--- config.mk ---
export PLATFORM = sky130hd
export DESIGN_NAME = uspd_ctrl
export DESIGN_NICKNAME = d
export VERILOG_FILES = /design/src/sv/uspd_pkg.sv /design/src/sv/uspd_ctrl.sv
export SDC_FILE = /design/constraint.sdc
export NUM_CORES = 1
export LEC_CHECK = 0
export CAP_MARGIN = 20
export CELL_PAD_IN_SITES_DETAIL_PLACEMENT = 0
export CELL_PAD_IN_SITES_GLOBAL_PLACEMENT = 1
export CORE_AREA = 8 8 45 47
export DETAILED_ROUTE_END_ITERATION = 10
export DIE_AREA = 0 0 53 55
export DONT_BUFFER_PORTS = 1
export PLACE_DENSITY = 0.67
export SETUP_SLACK_MARGIN = 0.1
export SLEW_MARGIN = 30
export SYNTH_ARGS = -nofsm -noshare
export SYNTH_HDL_FRONTEND = slang
export SYNTH_SLANG_ARGS = --single-unit
--- constraint.sdc ---
create_clock -name clk -period 1.2 [get_ports clk]
set_input_delay 0.18 -clock clk [delete_from_list [all_inputs] [get_ports clk]]
set_output_delay 0.18 -clock clk [all_outputs]
set_load 0.02 [all_outputs]
--- src/sv/uspd_pkg.sv ---
// Package: shared constants, types and helpers for the URI split and percent decoder.
`default_nettype none

package uspd_pkg;

  // Buffer geometry
  localparam int BUFFER_DEPTH = 1024;
  localparam int ADDR_W       = $clog2(BUFFER_DEPTH);
  localparam int CNT_W        = ADDR_W + 1;

  // Item kinds on the request channel
  localparam logic KIND_LOAD = 1'b0;
  localparam logic KIND_PULL = 1'b1;

  // Characters of interest
  localparam logic [7:0] CH_COLON = 8'h3A;
  localparam logic [7:0] CH_SLASH = 8'h2F;
  localparam logic [7:0] CH_QUEST = 8'h3F;
  localparam logic [7:0] CH_HASH  = 8'h23;
  localparam logic [7:0] CH_PCT   = 8'h25;

  // Element codes; one past the fragment means parsing is done
  localparam logic [2:0] ELEM_SCHEME = 3'd0;
  localparam logic [2:0] ELEM_AUTH   = 3'd1;
  localparam logic [2:0] ELEM_PATH   = 3'd2;
  localparam logic [2:0] ELEM_QUERY  = 3'd3;
  localparam logic [2:0] ELEM_FRAG   = 3'd4;
  localparam logic [2:0] STAGE_DONE  = 3'd5;

  // Controller states
  typedef enum logic [2:0] {
    ST_IDLE,
    ST_CHAR,
    ST_HI,
    ST_LO,
    ST_SEARCH
  } ctl_state_t;

  // Read address select for the store
  typedef enum logic [1:0] {
    RD_POS,
    RD_POS1,
    RD_POS2,
    RD_SCAN
  } rd_sel_t;

  // Result to place in the output register
  typedef enum logic [2:0] {
    EMIT_NONE,
    EMIT_EMPTY,
    EMIT_CHAR,
    EMIT_ESC,
    EMIT_MARK
  } emit_t;

  // Controller to datapath
  typedef struct packed {
    logic    load;
    logic    cap_hi;
    rd_sel_t rd_sel;
    emit_t   emit;
  } dp_cmd_t;

  // Datapath to controller
  typedef struct packed {
    logic active;
    logic at_end;
    logic is_pct;
    logic esc_room;
    logic esc_ok;
    logic scan_busy;
  } dp_stat_t;

  // One result item
  typedef struct packed {
    logic       valid_res;
    logic [7:0] out_byte;
    logic [2:0] element;
    logic       end_marker;
    logic       final_res;
    logic       overflow;
  } res_t;

  // Hex digit decode: {ok, value}
  function automatic logic [4:0] hex_val(input logic [7:0] c);
    logic [4:0] r;
    r = 5'd0;
    if (c inside {[8'h30:8'h39]}) begin
      r = {1'b1, c[3:0]};
    end else if (c inside {[8'h61:8'h66], [8'h41:8'h46]}) begin
      r = {1'b1, c[3:0] + 4'd9};
    end
    return r;
  endfunction

endpackage

`default_nettype wire

--- src/sv/uspd_ctrl.sv ---
// Controller: handshake and sequencing of loads, pulls, escapes and terminator scans.
`default_nettype none

module uspd_ctrl (
  input  wire logic               clk,
  input  wire logic               rst,
  input  wire logic               in_valid,
  input  wire logic               in_kind,
  input  wire logic               in_last,
  output logic                    in_ready,
  output logic                    out_valid,
  input  wire logic               out_ready,
  input  wire uspd_pkg::dp_stat_t stat,
  output uspd_pkg::dp_cmd_t       cmd
);

  uspd_pkg::ctl_state_t state;
  uspd_pkg::ctl_state_t state_next;
  logic                 accept;

  // State register
  always_ff @(posedge clk) begin
    if (rst) begin
      state <= uspd_pkg::ST_IDLE;
    end else begin
      state <= state_next;
    end
  end

  // Output valid: set on emit, drop when taken
  always_ff @(posedge clk) begin
    if (rst) begin
      out_valid <= 1'b0;
    end else if (cmd.emit != uspd_pkg::EMIT_NONE) begin
      out_valid <= 1'b1;
    end else if (out_ready) begin
      out_valid <= 1'b0;
    end
  end

  // Next state and commands
  always_comb begin
    state_next = state;
    cmd.load   = 1'b0;
    cmd.cap_hi = 1'b0;
    cmd.rd_sel = uspd_pkg::RD_POS;
    cmd.emit   = uspd_pkg::EMIT_NONE;
    in_ready   = (state == uspd_pkg::ST_IDLE) && (!out_valid || out_ready);
    accept     = in_valid && in_ready;

    case (state)
      uspd_pkg::ST_IDLE: begin
        if (accept) begin
          if (in_kind == uspd_pkg::KIND_LOAD) begin
            cmd.load = 1'b1;
            if (in_last) begin
              state_next = uspd_pkg::ST_SEARCH;
            end
          end else if (!stat.active) begin
            cmd.emit = uspd_pkg::EMIT_EMPTY;
          end else if (stat.at_end) begin
            cmd.emit   = uspd_pkg::EMIT_MARK;
            state_next = uspd_pkg::ST_SEARCH;
          end else begin
            state_next = uspd_pkg::ST_CHAR;
          end
        end
      end
      uspd_pkg::ST_CHAR: begin
        // plain byte, start of an escape, or a cut-off escape
        if (!stat.is_pct) begin
          cmd.emit   = uspd_pkg::EMIT_CHAR;
          state_next = uspd_pkg::ST_IDLE;
        end else if (stat.esc_room) begin
          cmd.rd_sel = uspd_pkg::RD_POS1;
          state_next = uspd_pkg::ST_HI;
        end else begin
          cmd.emit   = uspd_pkg::EMIT_MARK;
          state_next = uspd_pkg::ST_SEARCH;
        end
      end
      uspd_pkg::ST_HI: begin
        cmd.cap_hi = 1'b1;
        cmd.rd_sel = uspd_pkg::RD_POS2;
        state_next = uspd_pkg::ST_LO;
      end
      uspd_pkg::ST_LO: begin
        if (stat.esc_ok) begin
          cmd.emit   = uspd_pkg::EMIT_ESC;
          state_next = uspd_pkg::ST_IDLE;
        end else begin
          cmd.emit   = uspd_pkg::EMIT_MARK;
          state_next = uspd_pkg::ST_SEARCH;
        end
      end
      uspd_pkg::ST_SEARCH: begin
        cmd.rd_sel = uspd_pkg::RD_SCAN;
        if (!stat.scan_busy) begin
          state_next = uspd_pkg::ST_IDLE;
        end
      end
      default: begin
        state_next = uspd_pkg::ST_IDLE;
      end
    endcase
  end

endmodule

`default_nettype wire

* Yosys cells after proc, flatten, opt, wreduce, memory -nomap -nowiden
Index checks and enable logic that the tools add are counted.
Word-level totals: flip-flop bits (word level) 4, bits in latches 0, memory bits (writable) 0, memory bits (read-only) 0, input port bits 12, output and inout bits 9, memories kept 0
Operators by class: add/subtract/negate cells 0, multipliers 0, divide/modulo/power cells 0, order comparisons 0, eq/ne operators 8, shift-type cells 0, mux-type cells 27, bitwise operators 0, reduce and logical (&&, ||, !) cells 8
Operators with widths (count):
- 3-bit 2-to-1 mux | 16
- 3-bit case mux with 5 select lines | 1
- 3-bit case mux with 3 select lines | 1
- 1-bit 2-to-1 mux | 8
- 3-bit by 2-bit equality test with 1-bit output (second input constant) | 2
- 3-bit != test (second input constant) | 2
- 2-bit case mux with 3 select lines | 1
- 2-bit != test (second input constant) | 2
- 4-bit AND reduction | 1
- 3-bit by 1-bit equality test with 1-bit output (second input constant) | 1
- 3-bit equality test (second input constant) | 1
- 3-bit zero test | 1
- 3-bit nonzero test | 1
- 1-bit logical AND | 2
- 2-bit nonzero test | 1
- 1-bit zero test | 1
- 1-bit logical OR | 1

* Logic depth before layout (Yosys ltp)
Gate-level depths: netlist of run 1.
depth in word-level cells 8, depth in mapped cells 5

* Worst setup path after synthesis of run 1
OpenSTA, ideal clock, no wires.
path type register -> output, from reg state[0], to out cmd[6] in the netlist's numbering, arrival time 1.612 ns, data required time 1.020 ns, setup slack -0.592 ns, cell stages (with the launch flop) 4, buffers on the path 1, cell sequence dfxtp_1 -> clkbuf_1 -> nor4_1 -> and3b_1
RTL lines:
- start: declaration | line uspd_ctrl.sv:17 | uspd_pkg::ctl_state_t state;
- start signal: assignment | line uspd_ctrl.sv:24 | state <= uspd_pkg::ST_IDLE;
- start signal: assignment | line uspd_ctrl.sv:26 | state <= state_next;
- end: declaration | line uspd_ctrl.sv:14 | output uspd_pkg::dp_cmd_t cmd

==> impl_metrics.csv, run 1 <==
group,metric,value,unit
synthesis,ys_ff_latch,4,
synthesis,synth_ff_type,"dfxtp_1",
synthesis,synth_top_area_share,22.2,%
detailed_routing,ant_nets,0,
detailed_routing,wl,1690,um
setup_path,crit_arrival,1.51,ns
hold_path,hold-path-cell-count,2,
setup_path,worstReg2RegStart,"state[1]",
detailed_routing,drt-wirelength-per-cell,16.9,um
layout,syn2layout_area_growth,144,%
placement,io_buffers,0,
setup_path,r2r_cells,5,
setup_path,worstSetupStartpointType,"flop",
detailed_routing,drt_iter0_drc,7,
hold_path,min_to,"out_valid",
floorplanning,die_area,2920,um2
power_and_ir_drop,ir_worst_vdd,0.678,mV
timing,timing_hold_violations_final,0,
power_and_ir_drop,p_int,0.371,mW
global_routing,antenna_found_initial,0,
synthesis,async_flop_share,0,%
power_and_ir_drop,cellPowerDensity,615,nW/um2
timing,worst_slew_pin_slew,0.403,ns
setup_path,crit_path_max_incr_delay,0.37,ns
setup_path,critical_path.endpoint_type,"output pin",
layout,utilization,63.5,%
cts,h-tree-depth,1,
synthesis,synth.top_cells.by_area,"dfxtp_1, nand2b_1, a21oi_1",
floorplanning,initial_core_util,26.0,%
detailed_routing,route.detailed.drc,0,
cts,clkTransAtPathRegs,0.05,ns
placement,dpl_cell_area,537,um2
global_routing,grt_usage,10.9,%
timing,drv_slew,0,
setup_path,r2r_setup_slack,-0.25,ns
setup_path,crit_family,"simple AND/OR/NAND/NOR gates",
layout,antenna_cells,0,
placement,dp_hpwl,949,um
layout,seqCellArea,90.1,um2
timing,fin_crit_sh,141,%
detailed_routing,num_vias,504,
cts,clock-sinks,4,
detailed_routing,vias_per_cell,5.04,
setup_path,cp_slowest_cell,"or3_4",
setup_path,path_max_fanout,6,
synthesis,ys_seq_area_share,22.2,%
global_routing,gr-total-overflow,0,
setup_path,worstPathRequired,1.02,ns
synthesis,yosysTopAreaCell,"dfxtp_1",
power_and_ir_drop,p_total,0.540,mW
synthesis,yosys.cell_types.count,30,
synthesis,syn-cell-area,360,um2
hold_path,hold_class,"primary input to flop",
synthesis,yosysWarnings,0,
placement,globalplace.congestion,0.726,
status,violations,"setup timing",
synthesis,synth_edf_count,0,
timing,final.min_clock_period,1.69,ns
timing,setup_viol_count_final,12,
layout,multi_input_area,400,um2
floorplanning,io_pins,21,
floorplanning,die_y,55,um
status,status,"finished with violations",
power_and_ir_drop,p_leak,0.382,nW
setup_path,worstSetupPathType,"flop to output pin",
timing,setup_slack,-0.493,ns
run,drv_cap,0,
power_and_ir_drop,switching_power,0.169,mW
power_and_ir_drop,switching_share,31.4,%
global_routing,grt_pass1_wl,2300,um
cts,cts.path.max_buffers,2,
setup_path,path_cells,"nand4bb_1 > or3_4 > a21oi_4 > buf_6",
hold_path,min_from,"rst",
cts,tritoncts,"done",
cts,insertion_delay,0.26,ns
floorplanning,rows,14,
power_and_ir_drop,clock_power_share,37.2,%
global_routing,first_global_vias,500,
synthesis,syn-instance-count,47,
timing,fin_skew,0.0154,ns
detailed_routing,drt_first_pass_iters,4,
layout,fin_area,878,um2
cts,cts_buffers,3,
cts,root_buffer,"clkbuf_4",
global_routing,grt_max_degree,10,
setup_path,rr_endpoint,"out_valid",
setup_path,crit_buf_inv,1,
synthesis,ys_top_cells_by_count,"dfxtp_1, nand2_1, a21oi_1, nand2b_1, nor3_1",
synthesis,syn_area_per_cell,7.67,um2
power_and_ir_drop,p_seq_share,26.5,%
floorplanning,dieWidth,53,um
layout,fill_cells,108,
timing,slew_headroom,72.4,%
floorplanning,core_area,1380,um2
placement,dp_slack,-0.194,ns
timing,rsz0062_at_grt,"yes",
layout,num-nets-final,97,
timing,fmax,0.591,GHz
synthesis,syn_nets,59,
power_and_ir_drop,comb_power_share,36.4,%
layout,drive_gt1_share,75.0,%
## state kept, by name, indices dropped and copies added (netlist names)
register and cells:
state 3, out_valid 1
## kinds of logic after synthesis
logic type,Yosys count,share of synthesized area (%)
buf+inv,5,7.64
flops,4,22.2
xor+xnor,1,2.43
simple gates,25,42.0
mux,2,5.90
compound gates,10,19.8
## metal layers
layer	GRT usage, %	routed length (um)
met1	11.6	682
met2	18.2	887
met3	5.61	100
met4	3.88	22
met5	0	0
## cell type report
class	count	area share (%)
tap	16	2.28
clock buffer	4	2.99
sequential	4	10.3
inverter	2	1.14
timing repair buffer	36	37.7
multi-input combinational	38	45.6
## through the flow
stage          hold WS (ns)  cells  setup TNS, ns
6_report             0.0977    100          -2.93
2_1_floorplan         0.249     47         -0.660
3_3_place_gp          0.253     78         -0.822
4_1_cts            0.000727     91          -2.51
5_1_grt               0.101    100          -3.49
3_5_place_dp          0.259     78         -0.899
## repair_timing
action | CTS | global route
gates resized for setup | 29 | 13
setup buffers | 8 | 8
pin swaps | 14 | 9
endpoints found under the setup margin | 12 | 12
endpoints found under the hold margin | 1 | 2
hold buffers | 1 | 1
## worst max path at each step
stage	from	to	slack [ns]	cells after the start
2_1_floorplan	out_valid	out_valid	-0.21	4
3_3_place_gp	state[1]	cmd[2]	-0.18	4
3_5_place_dp	state[1]	cmd[0]	-0.19	4
4_1_cts	state[1]	cmd[2]	-0.43	4
5_1_grt	state[1]	cmd[2]	-0.52	4
6_report	state[1]	cmd[2]	-0.49	4
## cells in the final DEF (no fill, tap or decap), drive strengths merged, types with 2 or more instances in the layout
master / n
nand2: 4
clkbuf: 4
nand2b: 3
dlygate4sd3: 2
nand3: 2
inv: 2
or3: 2
nor2: 2
nor2b: 3
a21oi: 3
nor3: 3
dfxtp: 4
buf: 34
## power by group through the flow
stage | registers [mW] | clock network, mW | logic, mW
global route | 0.143 | 0.222 | 0.207
finish | 0.143 | 0.201 | 0.196
detailed placement | 0.146 | 0 | 0.124
global placement | 0.146 | 0 | 0.123
floorplan | 0.146 | 0 | 0.0816
CTS | 0.142 | 0.202 | 0.163
Note: power is estimated with default switching activity, not from simulation.
==> run 2: changes to the inputs <==
RECOVER_POWER = 25   (was default)
==> run 2 against run 1 <==
The flow still finishes with violations (setup timing). Routed wire length decreased by 0.18%. Non-clock buffer count unchanged. Sequential power about the same. Clock power about the same. Critical path type unchanged. Critical endpoint unchanged. Largest cell class unchanged. Largest power group unchanged.
==> impl_metrics.csv, run 2 (synthesis gave the netlist of run 1 again) <==
group,metric,value,unit
placement,dpl_cell_area,537,um2
timing,drv_slew,0,
setup_path,worstSetupPathType,"flop to output pin",
status,violations,"setup timing",
placement,io_buffers,0,
power_and_ir_drop,p_leak,0.378,nW
layout,drive_gt1_share,73.8,%
floorplanning,initial_core_util,26.0,%
floorplanning,rows,14,
cts,insertion_delay,0.26,ns
setup_path,worstSetupStartpointType,"flop",
timing,timing_hold_violations_final,0,
cts,clkTransAtPathRegs,0.05,ns
global_routing,antenna_found_initial,0,
layout,antenna_cells,0,
cts,clock-sinks,4,
detailed_routing,drt_iter0_drc,7,
power_and_ir_drop,switching_power,0.169,mW
layout,top_regs,"state: 3 flops, out_valid: 1 flops",
timing,setup_slack,-0.493,ns
floorplanning,io_pins,21,
hold_path,hold_class,"primary input to flop",
timing,rsz0062_at_grt,"yes",
power_and_ir_drop,clock_power_share,37.3,%
layout,seqCellArea,90.1,um2
global_routing,gr-total-overflow,0,
layout,fin_area,875,um2
layout,layout_commonest_cell,"buf_4",
layout,syn2layout_area_growth,143,%
global_routing,grt_max_degree,10,
detailed_routing,route.detailed.drc,0,
setup_path,path_max_fanout,6,
floorplanning,die_area,2920,um2
layout,fill_cells,108,
cts,cts_buffers,3,
cts,root_buffer,"clkbuf_4",
timing,fin_crit_sh,141,%
timing,fin_skew,0.0154,ns
status,status,"finished with violations",
global_routing,grt_pass1_wl,2300,um
detailed_routing,vias_per_cell,5.04,
power_and_ir_drop,p_total,0.538,mW
power_and_ir_drop,p_seq_share,26.6,%
setup_path,critical_path.endpoint_type,"output pin",
power_and_ir_drop,comb_power_share,36.1,%
run,drv_cap,0,
timing,final.min_clock_period,1.69,ns
detailed_routing,drt-wirelength-per-cell,16.9,um
power_and_ir_drop,p_int,0.369,mW
detailed_routing,wl,1690,um
layout,final_cell_mix,"buf_4, buf_6, nand2_1",
setup_path,worstPathRequired,1.02,ns
floorplanning,die_y,55,um
floorplanning,core_area,1380,um2
cts,h-tree-depth,1,
detailed_routing,drt_first_pass_iters,4,
layout,num-nets-final,97,
placement,dp_hpwl,949,um
timing,setup_viol_count_final,12,
timing,fmax,0.591,GHz
placement,dp_slack,-0.194,ns
global_routing,grt_usage,10.9,%
layout,multi_input_area,400,um2
timing,slew_headroom,72.4,%
floorplanning,dieWidth,53,um
layout,largest_register_ffs,3,
power_and_ir_drop,ir_worst_vdd,0.678,mV
cts,cts.path.max_buffers,2,
setup_path,crit_arrival,1.51,ns
global_routing,first_global_vias,500,
placement,globalplace.congestion,0.726,
layout,top_register,"state",
timing,worst_slew_pin_slew,0.403,ns
power_and_ir_drop,switching_share,31.5,%
detailed_routing,num_vias,504,
cts,tritoncts,"done",
detailed_routing,ant_nets,0,
power_and_ir_drop,cellPowerDensity,615,nW/um2
[run 2: changes by cell type in the layout (fill, tap and decap cells not counted), sizes merged]
cell	previous run	this run
clkbuf	4	5
buf	34	33
[run 2: area by class of cell]
type / instances / share of cell area, %
clock buffer: 4 / 3.00
sequential: 4 / 10.3
multi-input combinational: 38 / 45.8
tap: 16 / 2.29
timing repair buffer: 36 / 37.5
inverter: 2 / 1.14
[run 2: through the flow]
step,instances,util (%),setup TNS (ns),hold slack (ns)
2_1_floorplan,47,-,-0.660,0.249
3_3_place_gp,78,38.8,-0.822,0.253
3_5_place_dp,78,38.8,-0.899,0.259
4_1_cts,91,53.5,-2.51,0.000727
5_1_grt,100,63.2,-3.48,0.101
6_report,100,63.2,-2.93,0.0977
[run 2: critical path: stages (launching register included)]
cell and delay [ns]:
dfxtp_4 0.36, nand4bb_1 0.21, or3_4 0.37, a21oi_4 0.18, buf_6 0.14
[run 2: per-layer routing]
metal / GRT usage, % / vias up / wire [um]
li1: - / 248 / -
met1: 11.6 / 241 / 680
met2: 18.2 / 11 / 886
met3: 5.61 / 4 / 100
met4: 3.88 / 0 / 22
met5: 0 / - / 0
[run 2: path summary, 6_finish.rpt]
kind	from	to	slack, ns	cells past startpoint
worst min register to register	state[2]	state[1]	0.57	2
worst min-delay path	rst	out_valid	0.1	2
worst max-delay path	state[1]	cmd[2]	-0.49	4
worst max register to register	state[1]	out_valid	-0.25	5
[run 2: power groups by stage]
| stage | Combinational [mW] | Clock (mW) | Sequential (mW) |
|---|---|---|---|
| after CTS | 0.163 | 0.202 | 0.142 |
| after floorplan | 0.0816 | 0 | 0.146 |
| final | 0.194 | 0.201 | 0.143 |
| after detailed placement | 0.124 | 0 | 0.146 |
| after global routing | 0.205 | 0.222 | 0.143 |
| after global placement | 0.123 | 0 | 0.146 |
[run 2: repair_timing]
action | 4_1_cts | 5_1_grt
setup endpoints to repair | 12 | 12
endpoints found under the hold margin | 1 | 2
setup buffers | 8 | 8
resized for setup | 29 | 13
pin swaps | 14 | 9
hold buffers | 1 | 1
==> run 3: changes to the inputs <==
PLACE_DENSITY = 0.61   (was 0.67)
==> run 3 against run 2 <==
The run still ends with setup timing left. Cell area shrank 10%. Setup slack gained 0.097 ns. Sequential power is essentially flat. Register-to-register slack lost 0.04 ns. Critical endpoint is now cmd[0]. Sequential share of layout area grew 1.2 points. Clock power shrank 8%. Flip-flop and latch count is the same. Cell count shrank 7.0%. Largest power group unchanged. Critical path type unchanged. Combinational power shrank 7%. Fmax grew 6.1%.
==> impl_metrics.csv, run 3 (synthesis gave the netlist of run 1 again) <==
group,metric,value,unit
power_and_ir_drop,switching_power,0.148,mW
cts,tritoncts,"done",
floorplanning,rows,14,
power_and_ir_drop,p_seq_share,28.0,%
cts,cts.path.max_buffers,2,
power_and_ir_drop,p_int,0.361,mW
cts,clkTransAtPathRegs,0.03,ns
layout,drive_gt1_share,68.8,%
setup_path,path_max_fanout,4,
floorplanning,core_area,1380,um2
layout,multi_input_area,382,um2
setup_path,cp_slowest_cell,"or3_1",
setup_path,crit_arrival,1.42,ns
status,status,"finished with violations",
timing,fin_skew,0.00968,ns
timing,setup_slack,-0.396,ns
setup_path,critPathLaunch,"state[0]",
cts,clock-sinks,4,
placement,dp_slack,-0.208,ns
detailed_routing,vias_per_cell,4.87,
layout,largest_register_ffs,3,
detailed_routing,num_vias,453,
placement,dp_hpwl,956,um
floorplanning,io_pins,21,
timing,drv_slew,0,
detailed_routing,drt_first_pass_iters,4,
run,drv_cap,0,
timing,slew_headroom,75.7,%
timing,timing_hold_violations_final,0,
timing,hold-worst-slack,0.0126,ns
layout,num-nets-final,90,
hold_path,hold_class,"primary input to flop",
hold_path,min_to,"state[0]",
placement,dpl_cell_area,537,um2
layout,fin_area,785,um2
timing,worst_slew_pin_slew,0.355,ns
detailed_routing,wl,1330,um
layout,top_register,"state",
timing,final.min_clock_period,1.60,ns
timing,setup_viol_count_final,12,
layout,fill_cells,123,
setup_path,r2r_setup_slack,-0.29,ns
floorplanning,die_area,2920,um2
placement,io_buffers,0,
layout,final_cell_mix,"buf_4, buf_6, nand2_1",
timing,fmax,0.627,GHz
global_routing,grt_max_degree,10,
cts,root_buffer,"clkbuf_4",
layout,syn2layout_area_growth,118,%
setup_path,path_cells,"or3_1 > o31ai_1 > and2b_2 > buf_6",
cts,h-tree-depth,1,
hold_path,hold-path-cell-count,1,
global_routing,grt_pass1_wl,2010,um
timing,rsz0062_at_grt,"yes",
global_routing,antenna_found_initial,0,
floorplanning,initial_core_util,26.0,%
power_and_ir_drop,ir_worst_vdd,0.357,mV
global_routing,grt_usage,9.18,%
global_routing,gr-total-overflow,0,
power_and_ir_drop,cellPowerDensity,649,nW/um2
hold_path,min_from,"rst",
detailed_routing,ant_nets,0,
layout,layout_commonest_cell,"buf_4",
power_and_ir_drop,comb_power_share,35.6,%
timing,fin_crit_sh,133,%
setup_path,crit_path_max_incr_delay,0.35,ns
cts,cts_buffers,3,
setup_path,worstSetupPathType,"flop to output pin",
setup_path,r2r_cells,7,
status,violations,"setup timing",
global_routing,first_global_vias,466,
setup_path,worstReg2RegStart,"state[1]",
layout,seqCellArea,90.1,um2
detailed_routing,route.detailed.drc,0,
layout,antenna_cells,0,
detailed_routing,drt-wirelength-per-cell,14.3,um
setup_path,worstPathRequired,1.02,ns
power_and_ir_drop,p_leak,0.322,nW
floorplanning,die_y,55,um
placement,globalplace.congestion,0.730,
floorplanning,dieWidth,53,um
power_and_ir_drop,clock_power_share,36.4,%
setup_path,worstSetupStartpointType,"flop",
cts,insertion_delay,0.24,ns
setup_path,critical_path.endpoint_type,"output pin",
layout,top_regs,"state: 3 flops, out_valid: 1 flops",
detailed_routing,drt_iter0_drc,1,
power_and_ir_drop,switching_share,29.0,%
setup_path,rr_endpoint,"out_valid",
[run 3: repair_timing]
item	4_1_cts	5_1_grt
pin swaps	9	6
hold buffers	1	0
endpoints found under the hold margin	2	0
endpoints found under the setup margin	12	12
resized for setup	23	10
setup buffers	7	4
[run 3: per-layer routing]
metal  part of all wire [%]  GRT usage, %
met3                    5.0          2.41
met4                      0          5.17
met2                     57          17.0
met5                      0             0
met1                     38          9.12
[run 3: worst max path at each step]
stage	end	slack, ns
2_1_floorplan	out_valid	-0.21
3_3_place_gp	cmd[0]	-0.20
3_5_place_dp	cmd[0]	-0.21
4_1_cts	cmd[0]	-0.39
5_1_grt	cmd[0]	-0.45
6_report	cmd[0]	-0.40
[run 3: critical path: cells and delay by family, from the launching register on]
family                 cells  cell delay, ns
buffers and inverters      1            0.11
AO/OA/AOI/OAI              1            0.22
flip-flops                 1            0.32
AND/OR/NAND/NOR            2            0.54
[run 3: through the flow]
step / util, % / power (mW) / cells / setup TNS [ns]
floorplan: - / 0.228 / 47 / -0.660
global placement: 38.8 / 0.270 / 78 / -0.840
detailed placement: 38.8 / 0.269 / 78 / -0.891
CTS: 51.9 / 0.504 / 90 / -2.20
global route: 56.7 / 0.540 / 93 / -3.03
finish: 56.7 / 0.509 / 93 / -2.37
[run 3: layout make-up]
type                       count  area share (%)
clock buffer                   4            3.35
timing repair buffer          29            32.4
multi-input combinational     38            48.6
tap                           16            2.55
inverter                       2            1.59
sequential                     4            11.5
[run 3: power by group through the flow]
stage               Combinational (mW)  Clock, mW  Sequential (mW)
floorplan                       0.0816          0            0.146
global placement                 0.124          0            0.146
detailed placement               0.123          0            0.145
CTS                              0.167      0.195            0.142
global route                     0.194      0.203            0.143
finish                           0.181      0.185            0.142
